--- config.mk ---
export PLATFORM = sky130hd
export DESIGN_NAME = kjtb_cmd_fifo
export DESIGN_NICKNAME = d
export VERILOG_FILES = /design/src/rtl/kjtb_pkg.sv /design/src/rtl/kjtb_cmd_fifo.sv
export SDC_FILE = /design/constraint.sdc
export NUM_CORES = 1
export LEC_CHECK = 0
export ABC_AREA = 0
export BUFFER_PORTS_ARGS = -buffer_cell sky130_fd_sc_hd__buf_2
export CORE_AREA = 5 5 171 173
export DETAILED_ROUTE_END_ITERATION = 10
export DIE_AREA = 0 0 176 178
export GPL_TIMING_DRIVEN = 0
export HOLD_SLACK_MARGIN = 0.12
export PLACE_DENSITY_LB_ADDON = 0.08
export REMOVE_ABC_BUFFERS = 1
export SLEW_MARGIN = 20
export SYNTH_ARGS = -nofsm -noshare
export SYNTH_HDL_FRONTEND = slang
export SYNTH_SLANG_ARGS = --single-unit
--- constraint.sdc ---
create_clock -name i_clk -period 12.5 [get_ports i_clk]
set_input_delay 2.5 -clock i_clk [delete_from_list [all_inputs] [get_ports i_clk]]
set_output_delay 2.5 -clock i_clk [all_outputs]
set_load 0.005 [all_outputs]
--- src/rtl/kjtb_pkg.sv ---
`timescale 1ns / 1ps
// Package for the k-mer skip-table builder: sizes, codes, transaction structs,
// the front-to-back command type, the back-end state type and the span function.
// No dependencies.
package kjtb_pkg;

    localparam int TABLE_DEPTH = 65536;
    localparam int TABLE_AW    = $clog2(TABLE_DEPTH);
    localparam int QUEUE_DEPTH = 1024;
    localparam int QUEUE_AW    = $clog2(QUEUE_DEPTH);
    localparam int COUNT_W     = QUEUE_AW + 1;
    localparam int MAX_JUMP    = 255;
    localparam int JUMP_W      = 8;
    localparam int IDX_W       = 16;
    localparam int CLASS_W     = 32;
    localparam int POS_W       = 30;
    localparam int CMD_DEPTH   = 2;
    localparam int CMD_AW      = $clog2(CMD_DEPTH);
    localparam int CMD_CNT_W   = $clog2(CMD_DEPTH + 1);

    localparam logic FUNC_OCC  = 1'b0;
    localparam logic FUNC_READ = 1'b1;

    localparam logic [CLASS_W-1:0] NO_CLASS = '1;

    typedef struct packed {
        logic               func;
        logic [IDX_W-1:0]   kmer_index;
        logic [CLASS_W-1:0] eq_class;
        logic [POS_W-1:0]   position;
        logic               reverse_comp;
        logic               end_of_transcript;
    } t_in_item;

    typedef struct packed {
        logic [JUMP_W-1:0] fwd_jump;
        logic [JUMP_W-1:0] rev_jump;
        logic              status;
    } t_out_item;

    // One queued occurrence.
    typedef struct packed {
        logic [IDX_W-1:0] idx;
        logic [POS_W-1:0] pos;
        logic             rc;
    } t_cell;

    // Command handed from the front end to the back end.
    typedef struct packed {
        logic                func;
        logic [IDX_W-1:0]    kmer_index;
        logic [POS_W-1:0]    position;
        logic                reverse_comp;
        logic                status;
        logic                enq;
        logic [QUEUE_AW-1:0] enq_addr;
        logic [COUNT_W-1:0]  pre_n;
        logic [POS_W-1:0]    pre_lb;
        logic [COUNT_W-1:0]  eot_n;
        logic [POS_W-1:0]    eot_lb;
    } t_cmd;

    typedef enum logic [2:0] {
        S_CLR,
        S_IDLE,
        S_RDOUT,
        S_FQ,
        S_FT,
        S_FM,
        S_ENQ
    } t_back_state;

    typedef enum logic {
        PH_PRE,
        PH_EOT
    } t_phase;

    // Inclusive distance from lo to hi, zero when hi is below lo, capped at MAX_JUMP.
    function automatic logic [JUMP_W-1:0] span(input logic [POS_W-1:0] hi,
                                               input logic [POS_W-1:0] lo);
        logic [POS_W:0] d;
        d = {1'b0, hi} - {1'b0, lo};
        if (hi < lo) begin
            return '0;
        end else if (d >= (POS_W+1)'(MAX_JUMP)) begin
            return JUMP_W'(MAX_JUMP);
        end else begin
            return JUMP_W'(d[JUMP_W-1:0] + JUMP_W'(1));
        end
    endfunction

endpackage

--- src/rtl/kjtb_cmd_fifo.sv ---
`timescale 1ns / 1ps
// Short command queue between the front end and the back end.
// Depends on kjtb_pkg.
module kjtb_cmd_fifo (
    input  logic           i_clk,
    input  logic           i_rst_n,
    input  logic           i_push,
    input  kjtb_pkg::t_cmd i_cmd,
    input  logic           i_pop,
    output kjtb_pkg::t_cmd o_head,
    output logic           o_empty,
    output logic           o_full
);

    kjtb_pkg::t_cmd                 r_mem [kjtb_pkg::CMD_DEPTH];
    logic [kjtb_pkg::CMD_AW-1:0]    r_wp, n_wp;
    logic [kjtb_pkg::CMD_AW-1:0]    r_rp, n_rp;
    logic [kjtb_pkg::CMD_CNT_W-1:0] r_cnt, n_cnt;

    assign o_head  = r_mem[r_rp];
    assign o_empty = (r_cnt == '0);
    assign o_full  = (r_cnt == kjtb_pkg::CMD_CNT_W'(kjtb_pkg::CMD_DEPTH));

    always_comb begin
        n_wp  = r_wp;
        n_rp  = r_rp;
        n_cnt = r_cnt;
        if (i_push) begin
            n_wp = (r_wp == kjtb_pkg::CMD_AW'(kjtb_pkg::CMD_DEPTH - 1)) ? '0
                 : kjtb_pkg::CMD_AW'(r_wp + kjtb_pkg::CMD_AW'(1));
        end
        if (i_pop) begin
            n_rp = (r_rp == kjtb_pkg::CMD_AW'(kjtb_pkg::CMD_DEPTH - 1)) ? '0
                 : kjtb_pkg::CMD_AW'(r_rp + kjtb_pkg::CMD_AW'(1));
        end
        if (i_push && !i_pop) begin
            n_cnt = kjtb_pkg::CMD_CNT_W'(r_cnt + kjtb_pkg::CMD_CNT_W'(1));
        end else if (!i_push && i_pop) begin
            n_cnt = kjtb_pkg::CMD_CNT_W'(r_cnt - kjtb_pkg::CMD_CNT_W'(1));
        end
    end

    always_ff @(posedge i_clk) begin
        if (!i_rst_n) begin
            r_wp  <= '0;
            r_rp  <= '0;
            r_cnt <= '0;
        end else begin
            r_wp  <= n_wp;
            r_rp  <= n_rp;
            r_cnt <= n_cnt;
        end
    end

    always_ff @(posedge i_clk) begin
        if (i_push) begin
            r_mem[r_wp] <= i_cmd;
        end
    end

`ifndef SYNTHESIS
    a_no_overrun: assert property (@(posedge i_clk) disable iff (!i_rst_n)
        !(i_push && o_full) && !(i_pop && o_empty))
        else $error("command queue pushed when full or popped when empty");
`endif

endmodule

After elaboration in Yosys (flattened, before gate mapping)
Memory sizes are Yosys's and may differ from the RTL's. A register that Yosys moved wholly into a read port is not among the register bits.
Cells that the tools add are included.
{"block": "word_totals", "mem_bits_rw": 284, "output_inout_bits": 144, "ff_bits": 4, "wordCells": 23, "memories": 1, "in_bits": 146}
{"block": "op_classes", "n_mux": 8, "eq_ne": 1, "addsub": 4, "reduce_logical": 6}
{"name": "r_mem", "words": 2, "word_bits": 142, "rd": 1, "rd_ports_with_merged_regs": 1, "wr": 1, "line_no": "kjtb_cmd_fifo.sv:15", "rtl": "kjtb_pkg::t_cmd r_mem [kjtb_pkg::CMD_DEPTH];"}
{"op": "$mux 1", "count": 6}
{"op": "$mux 2", "count": 2}
{"op": "$add 1x1->1 const B", "count": 2}
{"op": "$add 2x1->2 const B", "count": 1}
{"op": "$eq 2x2->1 const B", "count": 1}
{"op": "$logic_and 1x1->1", "count": 2}
{"op": "$logic_not 1->1", "count": 2}
{"op": "$logic_not 2->1", "count": 1}
{"op": "$reduce_bool 2->1", "count": 1}
{"op": "$sub 2x1->2 const B", "count": 1}

Longest topological paths before layout
{"block": "logic_depth", "word_depth": 4, "depth_mapped": 5, "ltp_nobuf": 5}

Worst setup path after synthesis
No wires, ideal clock.
{"block": "synth_path", "kind": "input port to flip-flop", "from": "in i_push", "to": "mem r_mem[0][0] (netlist name), enable pin", "setup_time_ns": 0.662, "path_slack_ns": 3.161, "required_time_ns": 11.838, "stages": 1, "path_buffers": 0, "arrival_time_ns": 8.677, "path_cell_list": "nor2b_1"}
{"block": "synth_via", "elab_chain_cells": 2}
{"element": "from (decl)", "line_no": "kjtb_cmd_fifo.sv:7", "rtl": "input logic i_push,"}
{"element": "$mux 1", "line_no": "kjtb_cmd_fifo.sv:56", "rtl": "if (i_push) begin"}
{"element": "$mux 1 (not written as such)", "line_no": "kjtb_cmd_fifo.sv:57", "rtl": "r_mem[r_wp] <= i_cmd;"}
{"element": "to (decl)", "line_no": "kjtb_cmd_fifo.sv:15"}
No other way between the ends.

==> results.json <==
{
  "period_needed_ps": 4930,
  "fin_ws_ps": 7570,
  "synthAdderAreaFrac": 0.00116,
  "grt_pass1_vias": 5863,
  "crit_path_end_kind": "output pin",
  "ys.flop_type": "edfxtp_1",
  "cts_made_buffers": 31,
  "pre_cts_ws_ps": 8070,
  "critical_path_class": "register to output pin",
  "final-max-slew-violation-count": 0,
  "synth_edf_count": 284,
  "grt_pass1_wl_microns": 32500,
  "hold_path_class": "register to register",
  "dieHeight_microns": 178,
  "drive_gt1_frac": 0.601,
  "synth_compound_area_frac": 0.00186,
  "crit_buf_inv": 3,
  "initial_core_util": 0.393,
  "crit_fanout": 36,
  "post_cts_resized": 0,
  "groute.usage.overall": 0.133,
  "yosysMostFrequentCell": "edfxtp_1",
  "crit_path_cell_trace": "buf_16, buf_12, mux2_2, buf_2",
  "r2r_slack_ps": 10610,
  "yosys.area_share.simple": 0.00510,
  "startpoint_type": "register",
  "synth_top_area_frac": 0.791,
  "yosys.area.top_type": "edfxtp_1",
  "synthCells": 464,
  "final-setup-viol-count": 0,
  "vias": 5333,
  "firstDrtPassIters": 4,
  "cts-root-buf": "clkbuf_16",
  "relSlewSlack": 0.502,
  "syn_avg_cell_area_sq_um": 23.2,
  "rr_startpoint": "r_wp",
  "cts_tree": "built",
  "detailed_place_hpwl_microns": 15000,
  "die_x_microns": 176,
  "fp.coreArea_sq_mm": 0.0275,
  "ios": 290,
  "cap_violations": 0,
  "ant_nets": 0,
  "synth_area_sq_mm": 0.0108,
  "min_path_cells": 2,
  "hold_end": "r_cnt[1]",
  "tightest_slew_ps": 747,
  "ys_seq_area_frac": 0.800,
  "cts_num_sinks": 289,
  "clkLatencyLatePin_ps": 530,
  "cp_slowest_stage_delay_ps": 750,
  "critPathArrivalTime_ps": 2430,
  "postCtsSetupRepairBufs": 0,
  "crit_required_ps": 10000,
  "antenna_found_initial": 8,
  "wl_per_cell_microns": 18.8,
  "status": "finished, final reports clean",
  "clk_pin_slew_ps": 60,
  "leakage_nw": 5.34,
  "p_total_w": 0.00222,
  "tns_ps": 0,
  "port_buffers": 289,
  "final_nets": 929,
  "hold_viol_final": 0,
  "synth_top_family_by_area": "multiplexers",
  "reg2reg_to": "r_mem[0][75]",
  "grt-ovfl-total": 0,
  "peakVddDrop_v": 0.000110,
  "ys_warn_count": 0,
  "skew_ps": 5.18,
  "ys_types": 18,
  "holdBufCountCts": 0,
  "grt_max_degree": 50,
  "ys_ff_latch": 289,
  "dieArea_sq_mm": 0.0313,
  "max_freq_mhz": 203,
  "fin_crit_sh": 0.394,
  "synthArstFlopShare": 0,
  "synthTopCellsByCount": "edfxtp_1 (284), mux2_4 (80), mux2_2 (62)",
  "gp_congestion": 0.699,
  "cp_slowest_cell": "dfxtp_4",
  "min_from": "r_cnt[1]",
  "htree_levels": 1,
  "rows": 61,
  "cp_top_family": "flip-flops",
  "drt_wl_total_microns": 21600,
  "drt_iter0_markers": 201,
  "worstRegToRegCells": 5,
  "muxShareOfSynthArea": 0.176,
  "powerDensity_mw_per_mm2": 161,
  "area_growth_pct": 28.0,
  "drc": 0,
  "viasPerCell": 4.63,
  "ctsLongestPathBuffers": 3,
  "rsz0062_at_grt": "no",
  "ys_top_cells_by_area": "edfxtp_1 (79%), mux2_4 (11%), mux2_2 (6.5%), buf_6 (1.0%), dfxtp_1 (0.93%)",
  "synth_xor_area_frac": 0.00244
}
registers in the layout, indices dropped and copies added (netlist names), named ones only:
| name | flops |
|---|---|
| r_cnt | 2 |
| r_mem | 284 |
| r_rp | 1 |
| r_wp | 1 |
layer usage:
metal	wire length, microns	global-route usage	vias to the layer above
met3	1840	0.0475	50
met2	10900	0.234	190
li1	-	-	2495
met1	8230	0.153	2586
met4	575	0.0396	12
met5	72	0	-
metrics by stage:
step           hold WS, ps  instances  cell area [sq um]  utilization
3_5_place_dp           513       1095              12800        0.468
5_1_grt                590       1152              13800        0.502
2_1_floorplan          474        448              10600            -
4_1_cts                520       1151              13800        0.502
6_report               512       1153              13800        0.502
3_3_place_gp           491       1083              12500        0.456
worst max-delay path by stage:
stage	cells past startpoint	from	to	slack (ps)
floorplan	1	i_push	r_mem[0][0]	3160
global placement	3	i_push	r_wp	-620
detailed placement	4	register	o_head[124]	8070
CTS	4	register	o_head[124]	7480
global route	4	register	o_head[124]	7430
finish	4	register	o_head[124]	7570
worst register-to-register path, delay by kind of cell (launching register included):
family / cells / cell delay, ps
buffers and inverters: 4 / 820
AND/OR/NAND/NOR: 1 / 420
flip-flops: 1 / 340
final cells by class:
cell class / instances / area (sq um)
sequential: 289 / 8630
antenna: 2 / 5.00
fill: 2320 / 13700
multi-input combinational: 158 / 2020
tap: 346 / 433
timing repair buffer: 301 / 1750
clock inverter: 12 / 129
clock buffer: 44 / 825
inverter: 1 / 3.75
kinds of logic (layout without fill, tap and decap cells):
kind of cell	count (synthesis)	after routing
other	0	2
AO/OA/AOI/OAI	3	3
adder cells (fa/ha/maj)	1	1
buffers and inverters	17	358
multiplexers	142	142
AND/OR/NAND/NOR	9	9
flip-flops	289	289
XOR/XNOR	3	3
layout by cell type (no fill, tap or decap), drive strengths merged, types with 2 or more instances in the layout:
| cell type | netlist | layout |
|---|---|---|
| bufinv | 0 | 3 |
| mux2 | 142 | 142 |
| clkbuf | 0 | 44 |
| nor2b | 2 | 2 |
| buf | 16 | 301 |
| dfxtp | 5 | 5 |
| edfxtp | 284 | 284 |
| clkinv | 0 | 9 |
| diode | 0 | 2 |
| and2 | 4 | 4 |
| xor2 | 2 | 2 |
report_power, final:
group	switching, W	internal, W	total (W)
registers	0.0000173	0.00112	0.00114
logic	0.0000974	0.000127	0.000224
clock network	0.000341	0.000516	0.000857
total	0.000456	0.00176	0.00222
Power figures use the tool's default switching activity.
