**src/rtl/kjtb_pkg.sv**
```systemverilog
`timescale 1ns / 1ps
// Package for the k-mer skip-table builder: sizes, codes, transaction structs,
// the front-to-back command type, the back-end state type and the span function.
// No dependencies.
package kjtb_pkg;

    localparam int TABLE_DEPTH = 65536;
    localparam int TABLE_AW    = $clog2(TABLE_DEPTH);
    localparam int QUEUE_DEPTH = 1024;
    localparam int QUEUE_AW    = $clog2(QUEUE_DEPTH);
    localparam int COUNT_W     = QUEUE_AW + 1;
    localparam int MAX_JUMP    = 255;
    localparam int JUMP_W      = 8;
    localparam int IDX_W       = 16;
    localparam int CLASS_W     = 32;
    localparam int POS_W       = 30;
    localparam int CMD_DEPTH   = 2;
    localparam int CMD_AW      = $clog2(CMD_DEPTH);
    localparam int CMD_CNT_W   = $clog2(CMD_DEPTH + 1);

    localparam logic FUNC_OCC  = 1'b0;
    localparam logic FUNC_READ = 1'b1;

    localparam logic [CLASS_W-1:0] NO_CLASS = '1;

    typedef struct packed {
        logic               func;
        logic [IDX_W-1:0]   kmer_index;
        logic [CLASS_W-1:0] eq_class;
        logic [POS_W-1:0]   position;
        logic               reverse_comp;
        logic               end_of_transcript;
    } t_in_item;

    typedef struct packed {
        logic [JUMP_W-1:0] fwd_jump;
        logic [JUMP_W-1:0] rev_jump;
        logic              status;
    } t_out_item;

    // One queued occurrence.
    typedef struct packed {
        logic [IDX_W-1:0] idx;
        logic [POS_W-1:0] pos;
        logic             rc;
    } t_cell;

    // Command handed from the front end to the back end.
    typedef struct packed {
        logic                func;
        logic [IDX_W-1:0]    kmer_index;
        logic [POS_W-1:0]    position;
        logic                reverse_comp;
        logic                status;
        logic                enq;
        logic [QUEUE_AW-1:0] enq_addr;
        logic [COUNT_W-1:0]  pre_n;
        logic [POS_W-1:0]    pre_lb;
        logic [COUNT_W-1:0]  eot_n;
        logic [POS_W-1:0]    eot_lb;
    } t_cmd;

    typedef enum logic [2:0] {
        S_CLR,
        S_IDLE,
        S_RDOUT,
        S_FQ,
        S_FT,
        S_FM,
        S_ENQ
    } t_back_state;

    typedef enum logic {
        PH_PRE,
        PH_EOT
    } t_phase;

    // Inclusive distance from lo to hi, zero when hi is below lo, capped at MAX_JUMP.
    function automatic logic [JUMP_W-1:0] span(input logic [POS_W-1:0] hi,
                                               input logic [POS_W-1:0] lo);
        logic [POS_W:0] d;
        d = {1'b0, hi} - {1'b0, lo};
        if (hi < lo) begin
            return '0;
        end else if (d >= (POS_W+1)'(MAX_JUMP)) begin
            return JUMP_W'(MAX_JUMP);
        end else begin
            return JUMP_W'(d[JUMP_W-1:0] + JUMP_W'(1));
        end
    endfunction

endpackage

```
**src/rtl/kjtb_front.sv**
```systemverilog
`timescale 1ns / 1ps
// Front end: accepts transactions, tracks class, break and queue fill,
// and turns each item into a command for the back end. Depends on kjtb_pkg.
module kjtb_front (
    input  logic              i_clk,
    input  logic              i_rst_n,
    input  logic              i_start,
    input  kjtb_pkg::t_in_item i_item,
    input  logic              i_fifo_full,
    input  logic              i_clearing,
    output logic              o_busy,
    output logic              o_push,
    output kjtb_pkg::t_cmd    o_cmd
);

    logic [kjtb_pkg::COUNT_W-1:0] r_count, n_count;
    logic [kjtb_pkg::POS_W-1:0]   r_last_break, n_last_break;
    logic [kjtb_pkg::CLASS_W-1:0] r_prev_class, n_prev_class;

    logic                         accept;
    logic                         chg;
    logic                         enq;
    logic [kjtb_pkg::COUNT_W-1:0] c1;
    logic [kjtb_pkg::COUNT_W-1:0] c2;
    logic [kjtb_pkg::POS_W-1:0]   lb1;

    assign o_busy = i_fifo_full || i_clearing;
    assign accept = i_start && !o_busy;
    assign o_push = accept;

    always_comb begin
        chg = (i_item.eq_class != r_prev_class);
        c1  = chg ? '0 : r_count;
        enq = (c1 < kjtb_pkg::COUNT_W'(kjtb_pkg::QUEUE_DEPTH));
        c2  = enq ? kjtb_pkg::COUNT_W'(c1 + kjtb_pkg::COUNT_W'(1)) : c1;
        lb1 = chg ? i_item.position : r_last_break;

        o_cmd.func         = i_item.func;
        o_cmd.kmer_index   = i_item.kmer_index;
        o_cmd.position     = i_item.position;
        o_cmd.reverse_comp = i_item.reverse_comp;
        o_cmd.status       = !enq;
        o_cmd.enq          = enq;
        o_cmd.enq_addr     = c1[kjtb_pkg::QUEUE_AW-1:0];
        o_cmd.pre_n        = chg ? r_count : '0;
        o_cmd.pre_lb       = r_last_break;
        o_cmd.eot_n        = i_item.end_of_transcript ? c2 : '0;
        o_cmd.eot_lb       = lb1;

        n_count      = r_count;
        n_last_break = r_last_break;
        n_prev_class = r_prev_class;
        if (accept && i_item.func == kjtb_pkg::FUNC_OCC) begin
            if (i_item.end_of_transcript) begin
                n_count      = '0;
                n_last_break = '0;
                n_prev_class = kjtb_pkg::NO_CLASS;
            end else begin
                n_count      = c2;
                n_last_break = lb1;
                n_prev_class = i_item.eq_class;
            end
        end
    end

    always_ff @(posedge i_clk) begin
        if (!i_rst_n) begin
            r_count      <= '0;
            r_last_break <= '0;
            r_prev_class <= kjtb_pkg::NO_CLASS;
        end else begin
            r_count      <= n_count;
            r_last_break <= n_last_break;
            r_prev_class <= n_prev_class;
        end
    end

`ifndef SYNTHESIS
    a_count_bound: assert property (@(posedge i_clk) disable iff (!i_rst_n)
        r_count <= kjtb_pkg::COUNT_W'(kjtb_pkg::QUEUE_DEPTH))
        else $error("queue fill count beyond queue depth");
`endif

endmodule

```
**config.mk**
```make
export PLATFORM = sky130hd
export DESIGN_NAME = kjtb_front
export DESIGN_NICKNAME = d
export VERILOG_FILES = /design/src/rtl/kjtb_pkg.sv /design/src/rtl/kjtb_front.sv
export SDC_FILE = /design/constraint.sdc
export NUM_CORES = 1
export LEC_CHECK = 0
export BUFFER_PORTS_ARGS = -buffer_cell sky130_fd_sc_hd__buf_4
export CORE_AREA = 3 3 115 117
export DETAILED_ROUTE_END_ITERATION = 8
export DIE_AREA = 0 0 118 120
export PLACE_DENSITY = 0.65
export REMOVE_ABC_BUFFERS = 1
export SYNTH_ARGS = -nofsm -noshare
export SYNTH_HDL_FRONTEND = slang
export SYNTH_SLANG_ARGS = --single-unit
```
**constraint.sdc**
```tcl
create_clock -name i_clk -period 6.15 [get_ports i_clk]
set_input_delay 0.3075 -clock i_clk [delete_from_list [all_inputs] [get_ports i_clk]]
set_output_delay 0.3075 -clock i_clk [all_outputs]
set_load 0.02 [all_outputs]
```
# --- After elaboration in Yosys (flattened, before gate mapping) ---
# Index checks and enable logic that the tools add are counted.
totals:
  reg_bits: 73
  latch_bits: 0
  mem_bits_rw: 0
  mem_bits_ro: 0
  memories: 0
classes:
  add_sub_neg: 1
  multipliers: 0
  div_mod_pow: 0
  n_lt_le_gt_ge: 1
  n_eq_ne: 1
  shifts: 0
  muxes: 8
  bitwise_logic: 1
  reduce_logical: 5
op_table:
  columns: ["op", "count"]
  rows:
  - ["$mux 30", 2]
  - ["$mux 11", 5]
  - ["$mux 32", 1]
  - ["$ne 32x32->1", 1]
  - ["$add 11x1->11 const B", 1]
  - ["$lt 11x11->1 const B", 1]
  - ["$logic_and 1x1->1", 2]
  - ["$logic_not 1->1", 2]
  - ["$logic_or 1x1->1", 1]
  - ["$not 1->1", 1]

# --- Longest topological paths before layout ---
# Gate-level depths: netlist (run 1).
depth:
  depth_word: 5
  depth_mapped: 14
  mapped_depth_nobuf: 12

# --- Worst setup path before layout (run 1) ---
# Ideal clock, no wire load.
synth_timing:
  path_type: "register to output"
  start: "register r_prev_class[28] (netlist bit)"
  end: "output o_cmd[38] (netlist bit)"
  arrival_time_ns: 3.450
  t_required_ns: 5.843
  slack_ns: 2.392
  path_stages_with_launch: 14
  path_buffers: 2
  path_cell_list: "dfxtp_1 > xnor2_1 > nand4_1 > nor4_4 > nand2_2 > buf_2 > clkbuf_1 > nor2_1 > ha_1 > nor2b_1 > nand3_1 > nor4_1 > xnor2_1 > nor2b_1"
synth_rtl:
  columns: ["element", "line_no", "text"]
  rows:
  - ["from (decl)", "kjtb_front.sv:18", "logic [kjtb_pkg::CLASS_W-1:0] r_prev_class, n_prev_class;"]
  - ["from (signal assigned)", "kjtb_front.sv:70", "r_prev_class <= kjtb_pkg::NO_CLASS;"]
  - ["from (signal assigned)", "kjtb_front.sv:74", "r_prev_class <= n_prev_class;"]
  - ["to (decl)", "kjtb_front.sv:13", "output kjtb_pkg::t_cmd o_cmd"]

==> impl_metrics.py, run 1 <==
metrics = {
    "sta": {
        "tightest_slew_ns": 0.7294,
        "finClkSkew_ns": 0.005450,
        "post-route-period-util_pct": 64.13,
        "setup_tns_ns": 0,
        "max_freq_mhz": 253.6,
        "hold_viol_final": 0,
        "rsz0062_at_grt": "no",
        "fin_crit_ns": 3.944,
        "final_max_slew_viol_count": 0,
        "max_slew_margin_pct": 51.38,
        "layout_setup_ws_ns": 2.206,
        "setup_viol": 0,
    },
    "floorplanning": {
        "die_area_um2": 14160,
        "die_x_um": 118,
        "num_rows": 41,
        "start_util_pct": 34.48,
        "core_um2": 12470,
        "die_h_um": 120,
        "num_io_pins": 230,
    },
    "synth": {
        "ys_seq_area_share_pct": 34.00,
        "yosysUniqueCellTypes": 36,
        "netlist_instances": 513,
        "ys_warn_count": 0,
        "avgSynthCellArea_um2": 8.378,
        "synth.cell_area_um2": 4298,
        "synth.ff_latch_count": 73,
    },
    "finish": {
        "num_antenna_cells": 0,
        "fin_nets": 724,
        "multi_input_area_um2": 2265,
        "seq_area_um2": 1461,
        "syn2layout_area_growth_pct": 33.74,
        "final_cell_mix": "buf_4, dfxtp_1, nor2_1, xnor2_1, o21ai_0",
        "nFillCells": 1267,
        "fin_util_pct": 46.11,
        "layout-drive-gt1-share_pct": 38.91,
        "final_common_cell": "buf_4",
    },
    "worst_setup_path": {
        "critical_path_peak_fanout": 19,
        "critPathKind": "reg2out",
        "worstPathArrival_ns": 3.64,
        "crit_required_ns": 5.84,
        "crit_chain": "xnor2_1 -> nand4_1 -> nor4_4 -> buf_4 -> nand2_2 -> nor2_1 -> ha_1 -> nor2b_1 -> nand3_1 -> nor4_1 -> xnor2_1 -> nor2b_1 -> buf_4",
        "worst_path_max_delay_cell": "nor4_1",
        "end_kind": "output port",
        "cp-start-kind": "flip-flop",
        "cp_slowest_stage_delay_ns": 0.47,
    },
    "clocking": {
        "insertion_delay_ns": 0.32,
        "post_cts_buffers": 0,
        "clk_pin_slew_ns": 0.05,
        "cts_tree": "yes",
        "numCtsBuffers": 9,
        "clk_path_buf_depth": 2,
        "cts_hold_buf": 0,
        "cts_resized": 0,
        "htree_levels": 3,
        "root_buffer": "clkbuf_16",
        "cts_sinks": 73,
    },
    "outcome": {
        "outcome": "completed",
    },
    "power_and_ir_drop": {
        "ir_worst_vdd_v": 0.0001085,
        "p_leak_nw": 2.376,
        "powerDensity_nw_per_um2": 192.3,
    },
    "grt": {
        "grt_pass1_vias": 3875,
        "overflow": 0,
        "grt_max_degree": 80,
        "grt_pass1_wl_mm": 20.20,
        "track_usage_pct": 17.57,
        "antenna_found_initial": 0,
    },
    "routing": {
        "ant_nets": 0,
        "drt-total-wl_mm": 13.18,
        "viasPerCell": 5.081,
        "vias": 4126,
        "firstDrtPassIters": 4,
        "wl_per_cell_um": 16.23,
        "drtIter0Drc": 251,
        "drc": 0,
    },
    "place": {
        "place.gp.congestion": 0.8143,
        "pre_cts_slack_ns": 2.459,
        "hpwlAfterDp_mm": 9.295,
        "io_buffers": 195,
    },
    "min_path": {
        "hp-class": "in2reg",
    },
    "flow_run": {
        "drv.max_cap_violation_count": 0,
    },
}
per-stage QoR:
step                instances  cell area [um^2]  hold WS (ns)   power, W
global placement          798              5503        0.5004  0.0006660
floorplan                 425              3774        0.3837  0.0005516
global route              812              5748        0.2649   0.001158
finish                    812              5748        0.2696   0.001106
CTS                       812              5748        0.2538   0.001125
detailed placement        798              5503        0.5104  0.0006682
worst max-delay path: cells and delay by family, from the launching register on:
| kind | cells | cell delay (ns) |
|---|---|---|
| DFF | 1 | 0.32 |
| adders and majority gates | 1 | 0.23 |
| buffers and inverters | 2 | 0.44 |
| xor gates and xnor gates | 2 | 0.37 |
| and+or+nand+nor | 8 | 1.95 |
cell usage after synthesis:
library cell  count  share of area, %
a21oi_1          15               1.7
dfxtp_1          73                34
nor4_1            2              0.29
a31oi_1           4              0.58
clkbuf_1         28               2.4
nand3_1           4              0.47
xnor2_1          39               7.9
inv_1            14               1.2
nor2b_1          34               4.9
a32oi_1          31               6.3
nor2_1           59               5.2
nor3_1           33               3.8
o41ai_2           1              0.38
nand4_1          11               1.6
o31ai_1           4              0.70
a31o_2            1              0.20
buf_1             3              0.26
o211a_1           1              0.23
or3_1             1              0.15
nand2_1           8              0.70
mux2i_1           1              0.23
nor3_2            1              0.23
buf_4            49               8.6
xor2_1            1              0.20
mux2_2           30               7.9
o21ai_0          36               4.2
nand2b_1          1              0.15
nor3b_1           4              0.70
buf_2             8              0.93
o211ai_1          1              0.17
nor4_4            2              0.99
a32o_1            6               1.4
and3_1            4              0.58
ha_1              1              0.29
nand2_2           1              0.15
o21a_1            1              0.17
registers in the layout, indices dropped and copies added (netlist names):
signal        cells
r_prev_class     32
r_last_break     30
r_count          11
worst paths after layout:
path,startpoint,end,slack (ns),depth (start not counted)
min,i_item[33],r_prev_class[1],0.27,3
min reg2reg,r_count[0],r_count[0],0.52,2
max,r_prev_class[1],o_cmd[38],2.21,13
max reg2reg,r_prev_class[1],r_count[8],2.83,12
power by group:
group | total [W] | switching (W) | leakage (nW) | internal, W
Clock | 0.000447 | 0.000179 | 0.120 | 0.000268
Combinational | 0.000176 | 0.0000917 | 1.67 | 0.0000841
Sequential | 0.000483 | 0.00000396 | 0.590 | 0.000479
Total | 0.00111 | 0.000275 | 2.38 | 0.000831
kinds of logic after synthesis:
family / Yosys count / synth area share (%)
AO/OA/AOI/OAI: 101 / 16.10
XOR/XNOR: 40 / 8.151
adder cells (fa/ha/maj): 1 / 0.2911
buffers and inverters: 102 / 13.42
flip-flops: 73 / 34.00
multiplexers: 31 / 8.093
AND/OR/NAND/NOR: 165 / 19.94
routing by layer:
metal  track usage, %  up-vias  part of all wire [%]
met5            1.471        -                     0
met4            5.641        0                   1.8
met3            5.938       16                   6.0
met2            28.78      133                    50
met1            21.68     1978                    42
li1                 -     1999                     -
final cells by class:
cell class | count | area share [%]
multi-input combinational | 338 | 39.40
timing repair buffer | 201 | 26.25
sequential | 73 | 25.42
clock buffer | 13 | 4.179
tap | 172 | 3.744
inverter | 14 | 0.9142
clock inverter | 1 | 0.08707
Power figures use the tool's default switching activity.
==> inputs of run 2 (changes only) <==
--- a/config.mk
+++ b/config.mk
@@ -5,11 +5,12 @@
 export SDC_FILE = /design/constraint.sdc
 export NUM_CORES = 1
 export LEC_CHECK = 0
+export ABC_AREA = 1
 export BUFFER_PORTS_ARGS = -buffer_cell sky130_fd_sc_hd__buf_4
-export CORE_AREA = 3 3 115 117
+export CORE_AREA = 3 3 117 119
 export DETAILED_ROUTE_END_ITERATION = 8
-export DIE_AREA = 0 0 118 120
-export PLACE_DENSITY = 0.65
+export DIE_AREA = 0 0 120 122
+export PLACE_DENSITY = 0.67
 export REMOVE_ABC_BUFFERS = 1
 export SYNTH_ARGS = -nofsm -noshare
 export SYNTH_HDL_FRONTEND = slang
==> constraint.sdc (replaced) <==
create_clock -name i_clk -period 3.2 [get_ports i_clk]
set_input_delay 0.16 -clock i_clk [delete_from_list [all_inputs] [get_ports i_clk]]
set_output_delay 0.16 -clock i_clk [all_outputs]
set_load 0.02 [all_outputs]
==> run 2 against run 1 <==
Setup slack lost 1.8 ns. Register-to-register slack lost 1.9 ns. Cell count grew 23%. Area after synthesis grew 2.3%. Utilization grew 0.81 points. Sequential cell count is the same.
==> impl_metrics.py, run 2 <==
metrics = {
    "worst_setup_path": {
        "crit_top_cell": "nand2_1",
        "end_kind": "output port",
        "critPathKind": "reg2out",
        "worst_path_max_delay_cell": "dfxtp_1",
        "crit_chain": "inv_1 -> nand2_1 -> nand2_1 -> nand2_1 -> nor2_1 -> nand2_1 -> nor2_2 -> nand2_2 -> nor2_1 -> ha_1 -> nand2_1 -> inv_1 -> nand4_1 -> nor2_1 -> nand4_1 -> a21oi_1 -> buf_4",
        "critical_path_peak_fanout": 4,
        "cp-start-kind": "flip-flop",
        "rr_worst_depth": 19,
        "worstPathArrival_ns": 2.59,
        "crit_required_ns": 3.04,
        "cp_slowest_stage_delay_ns": 0.31,
    },
    "routing": {
        "drtIter0Drc": 280,
        "drt-total-wl_mm": 12.43,
        "drc": 0,
        "vias": 4510,
        "ant_nets": 0,
        "firstDrtPassIters": 4,
        "viasPerCell": 4.528,
        "wl_per_cell_um": 12.48,
    },
    "synth": {
        "yosysUniqueCellTypes": 27,
        "netlist_top_cells_area": "dfxtp_1, nand2_1, buf_4, inv_1, a21oi_1",
        "synth.ff_latch_count": 73,
        "ys.flop_type": "dfxtp_1",
        "synth.top_cells.by_count": "nand2_1, dfxtp_1, inv_1",
        "synth.cell_area_um2": 4398,
        "ys_seq_area_share_pct": 33.23,
        "netlist_instances": 686,
        "ys_warn_count": 0,
        "synth_most_common_cell": "nand2_1",
        "synth-edff-count": 0,
        "synth_top_area_share_pct": 33.23,
        "avgSynthCellArea_um2": 6.411,
        "yosys.area.top_type": "dfxtp_1",
        "async_reset_ff_share_pct": 0,
    },
    "floorplanning": {
        "num_rows": 41,
        "core_um2": 12670,
        "die_area_um2": 14640,
        "die_h_um": 122,
        "num_io_pins": 230,
        "start_util_pct": 34.71,
        "die_x_um": 120,
    },
    "power_and_ir_drop": {
        "powerDensity_nw_per_um2": 386.6,
        "ir_worst_vdd_v": 0.0002008,
        "p_leak_nw": 2.995,
        "power_w": 0.002298,
    },
    "clocking": {
        "cts_hold_buf": 0,
        "root_buffer": "clkbuf_16",
        "clk_pin_slew_ns": 0.06,
        "cts_tree": "yes",
        "htree_levels": 3,
        "numCtsBuffers": 9,
        "cts_sinks": 73,
        "post_cts_buffers": 0,
        "clk_path_buf_depth": 2,
        "cts_resized": 0,
        "insertion_delay_ns": 0.33,
    },
    "finish": {
        "nFillCells": 1355,
        "final_common_cell": "nand2_1",
        "syn2layout_area_growth_pct": 35.19,
        "final_cell_mix": "nand2_1, buf_4, dfxtp_1, inv_1, nor2_1",
        "reg.largest.list": "r_prev_class: 32 flops, r_last_break: 30 flops, r_count: 11 flops",
        "fin_nets": 906,
        "num_antenna_cells": 0,
        "layout-drive-gt1-share_pct": 30.95,
        "fin_util_pct": 46.92,
        "largest_register": "r_prev_class",
        "largest_reg_flops": 32,
    },
    "sta": {
        "hold_ws_ns": 0.1376,
        "hold_viol_final": 0,
        "setup_viol": 0,
        "max_freq_mhz": 364.0,
        "fin_crit_ns": 2.747,
        "post-route-period-util_pct": 85.85,
        "rsz0062_at_grt": "no",
        "max_slew_margin_pct": 34.41,
        "tightest_slew_ns": 0.9839,
        "final_max_slew_viol_count": 0,
        "setup_tns_ns": 0,
        "finClkSkew_ns": 0.007755,
    },
    "grt": {
        "grt_pass1_vias": 4101,
        "track_usage_pct": 16.06,
        "overflow": 0,
        "antenna_found_initial": 0,
        "grt_max_degree": 88,
        "grt_pass1_wl_mm": 19.33,
    },
    "min_path": {
        "hold_depth": 3,
        "hp-class": "in2reg",
    },
    "flow_run": {
        "drv.max_cap_violation_count": 0,
    },
    "outcome": {
        "outcome": "completed",
    },
    "place": {
        "io_buffers": 195,
        "hpwlAfterDp_mm": 9.011,
        "place.gp.congestion": 0.8327,
    },
}
==> run 2: cells by family (layout without fill, tap and decap cells) <==
family,Yosys count,after routing,synth area share (%)
buf+inv,150,288,17.58
flops,73,73,33.23
xor+xnor,17,17,3.386
simple gates,363,363,34.22
fa+ha+maj,1,1,0.2844
compound gates,82,82,11.29
==> run 2: routing by layer <==
layer	GRT usage (%)	part of all wire, %
met1	19.73	43
met2	26.13	47
met4	6.657	2.1
met5	0	0
met3	5.014	8.3
==> run 2: path summary, 6_finish.rpt <==
| kind | from | to | slack [ns] |
|---|---|---|---|
| setup / recovery | r_prev_class[20] | o_cmd[38] | 0.45 |
| hold / removal | i_item[43] | r_prev_class[11] | 0.14 |
| setup reg to reg | r_prev_class[20] | r_count[8] | 0.91 |
| hold reg to reg | r_count[8] | r_count[8] | 0.48 |
==> run 2: worst max-delay path, delay by kind of cell, from the launching register on <==
family | cells | cell delay [ns]
simple gates | 12 | 1.26
flops | 1 | 0.31
buf+inv | 3 | 0.29
fa+ha+maj | 1 | 0.20
compound gates | 1 | 0.17
==> run 2: metrics by stage <==
stage	cells	instance area (um^2)	setup slack, ns
after floorplan	604	3880	-1.573
after global placement	980	5637	0.8067
after detailed placement	980	5637	0.7875
after CTS	996	5946	0.4052
after global routing	996	5946	0.03889
final	996	5946	0.4528
==> run 2: final cells by class <==
cell class / instances / area, um^2 / area share, %
repair buffers: 204 / 1531 / 25.76
clock inverters: 2 / 35.03 / 0.5892
multi-input cells: 463 / 2173 / 36.55
flip-flops and latches: 73 / 1461 / 24.58
inverters: 68 / 255.2 / 4.293
clock buffers: 14 / 274.0 / 4.609
well taps: 172 / 215.2 / 3.620
==> run 2: power by group <==
group	switching, W	internal [W]	total, W
clock	0.000365	0.000667	0.00103
sequential	0.00000919	0.000923	0.000932
combinational	0.000181	0.000154	0.000335
==> inputs of run 3 (changes only) <==
--- a/config.mk
+++ b/config.mk
@@ -10,7 +10,8 @@
 export CORE_AREA = 3 3 117 119
 export DETAILED_ROUTE_END_ITERATION = 8
 export DIE_AREA = 0 0 120 122
-export PLACE_DENSITY = 0.67
+export GPL_TIMING_DRIVEN = 0
+export PLACE_DENSITY = 0.68
 export REMOVE_ABC_BUFFERS = 1
 export SYNTH_ARGS = -nofsm -noshare
 export SYNTH_HDL_FRONTEND = slang
==> run 3 against run 2 <==
Sequential share of layout area shrank 0.34 points. Clock skew shrank 0.0014 ns. Via count grew 0.18%. Sequential cell count is the same. Setup slack lost 0.18 ns. Utilization grew 0.66 points. Global-route usage grew 1.2 points. Largest cell class unchanged.
==> impl_metrics.py, run 3 (same netlist as run 2, synthesis figures left out) <==
metrics = {
    "floorplanning": {
        "start_util_pct": 34.71,
        "core_um2": 12670,
        "die_area_um2": 14640,
        "num_rows": 41,
        "num_io_pins": 230,
        "die_h_um": 122,
        "die_x_um": 120,
    },
    "clocking": {
        "cts_tree": "yes",
        "root_buffer": "clkbuf_16",
        "cts_hold_buf": 0,
        "clk_pin_slew_ns": 0.06,
        "clk_path_buf_depth": 2,
        "cts_sinks": 73,
        "insertion_delay_ns": 0.33,
        "htree_levels": 3,
        "numCtsBuffers": 9,
    },
    "routing": {
        "ant_nets": 0,
        "drtIter0Drc": 245,
        "vias": 4518,
        "drt-total-wl_mm": 12.82,
        "viasPerCell": 4.550,
        "wl_per_cell_um": 12.91,
        "firstDrtPassIters": 4,
        "drc": 0,
    },
    "power_and_ir_drop": {
        "p_clk_share_pct": 46.4,
        "swShare_pct": 24.15,
        "seqPwrFrac_pct": 39.2,
        "ir_worst_vdd_v": 0.0002062,
        "p_leak_nw": 3.024,
        "p_int_w": 0.001803,
        "power_w": 0.002377,
        "combinationalPowerShare_pct": 14.3,
        "powerDensity_nw_per_um2": 394.3,
        "p_switching_w": 0.0005741,
    },
    "finish": {
        "largest_reg_flops": 32,
        "nFillCells": 1308,
        "fin_cells": 993,
        "syn2layout_area_growth_pct": 37.10,
        "final_common_cell": "nand2_1",
        "num_antenna_cells": 0,
        "final_cell_mix": "nand2_1, buf_4, dfxtp_1, inv_1, nor2_1",
        "fin_nets": 903,
        "largest_register": "r_prev_class",
        "layout-drive-gt1-share_pct": 31.18,
        "reg.largest.list": "r_prev_class: 32 flops, r_last_break: 30 flops, r_count: 11 flops",
    },
    "worst_setup_path": {
        "cp-start-kind": "flip-flop",
        "worstPathArrival_ns": 2.77,
        "critical_path_peak_fanout": 20,
        "rr_worst_depth": 16,
        "crit_top_cell": "nand2_1",
        "rr_endpoint": "r_count[10]",
        "r2r-start": "r_prev_class[24]",
        "regToRegSetupSlack_ns": 0.78,
        "end_kind": "output port",
        "critPathBufInv": 2,
        "critPathKind": "reg2out",
        "crit_chain": "xnor2_1 -> nand2_1 -> nor2_1 -> nand2_1 -> nor2_4 -> nand2_8 -> nor2_2 -> ha_1 -> nand2_1 -> inv_1 -> nand4_1 -> nor2_2 -> nand4_1 -> a21oi_1 -> buf_4",
        "path_delay_family": "simple AND/OR/NAND/NOR gates",
        "crit_required_ns": 3.04,
        "worst_path_max_delay_cell": "dfxtp_1",
        "cp_slowest_stage_delay_ns": 0.32,
    },
    "min_path": {
        "hold_depth": 3,
        "hold_end": "r_prev_class[11]",
        "hp-class": "in2reg",
        "hold_start": "i_item[43]",
    },
    "grt": {
        "track_usage_pct": 17.23,
        "antenna_found_initial": 0,
        "grt_max_degree": 89,
        "grt_pass1_vias": 4183,
        "grt_pass1_wl_mm": 20.58,
        "overflow": 0,
    },
    "place": {
        "pre_cts_slack_ns": -0.4280,
        "hpwlAfterDp_mm": 8.791,
        "placed_cells": 974,
        "place.gp.congestion": 0.8379,
        "io_buffers": 195,
    },
    "sta": {
        "tightest_slew_ns": 0.7408,
        "fin_crit_ns": 2.926,
        "post-route-period-util_pct": 91.45,
        "hold_viol_final": 0,
        "setup_viol": 0,
        "max_freq_mhz": 341.7,
        "finClkSkew_ns": 0.006348,
        "max_slew_margin_pct": 50.49,
        "final_max_slew_viol_count": 0,
        "layout_setup_ws_ns": 0.2736,
    },
    "flow_run": {
        "drv.max_cap_violation_count": 0,
    },
    "outcome": {
        "outcome": "completed",
    },
}
[run 3: worst min-delay path, cell delays in order]
cell and delay, ns:
buf_4 0.09, nor2_1 0.04, o211ai_1 0.15
[run 3: per-stage QoR]
| step | utilization, % | area (um^2) | TNS, ns | hold slack [ns] |
|---|---|---|---|---|
| 3_5_place_dp | 44.52 | 5642 | -3.878 | 0.3203 |
| 5_1_grt | 47.59 | 6030 | -0.009109 | 0.1357 |
| 6_report | 47.59 | 6030 | 0 | 0.1335 |
| 4_1_cts | 47.55 | 6025 | 0 | 0.1185 |
| 2_1_floorplan | - | 3880 | -82.81 | 0.2586 |
| 3_3_place_gp | 43.87 | 5559 | -216.12 | 0.3203 |
[run 3: layer usage]
layer,up-vias,global-route usage [%],share of wire [%]
met2,165,27.15,45
met4,0,6.013,1.4
met1,2000,22.41,45
met5,-,0,0
li1,2342,-,-
met3,11,5.246,8.2
[run 3: how the worst max path moves through the flow]
stage                     start          endpoint  slack, ns  cells after the start
3_5_place_dp    r_prev_class[3]         o_cmd[32]      -0.43                     13
2_1_floorplan        i_clearing  r_prev_class[15]      -1.57                      7
3_3_place_gp         i_clearing   r_prev_class[4]      -3.87                      8
6_report       r_prev_class[24]         o_cmd[38]       0.27                     15
5_1_grt        r_prev_class[11]         o_cmd[38]     -0.009                     15
4_1_cts        r_prev_class[10]         o_cmd[38]       0.12                     15
[run 3: timing repair]
| action | CTS | global route |
|---|---|---|
| setup buffers | 2 | 0 |
| pin swaps | 3 | 0 |
| resized for setup | 5 | 2 |
| setup endpoints to repair | 61 | 2 |
| cloned | 1 | 0 |
[run 3: layout make-up]
cell class / instances / area [um^2] / area share, %
timing repair buffer: 200 / 1546 / 25.65
multi-input combinational: 464 / 2218 / 36.79
clock buffer: 11 / 252.7 / 4.192
tap: 172 / 215.2 / 3.569
clock inverter: 5 / 77.57 / 1.287
inverter: 68 / 257.7 / 4.275
sequential: 73 / 1461 / 24.24
[run 3: power by group through the flow]
stage | Clock [W] | Sequential (W) | Combinational (W)
2_1_floorplan | 0 | 0.000956 | 0.000127
3_3_place_gp | 0 | 0.000952 | 0.000338
3_5_place_dp | 0 | 0.000952 | 0.000345
4_1_cts | 0.00113 | 0.000932 | 0.000346
5_1_grt | 0.00117 | 0.000934 | 0.000375
6_report | 0.00110 | 0.000932 | 0.000341
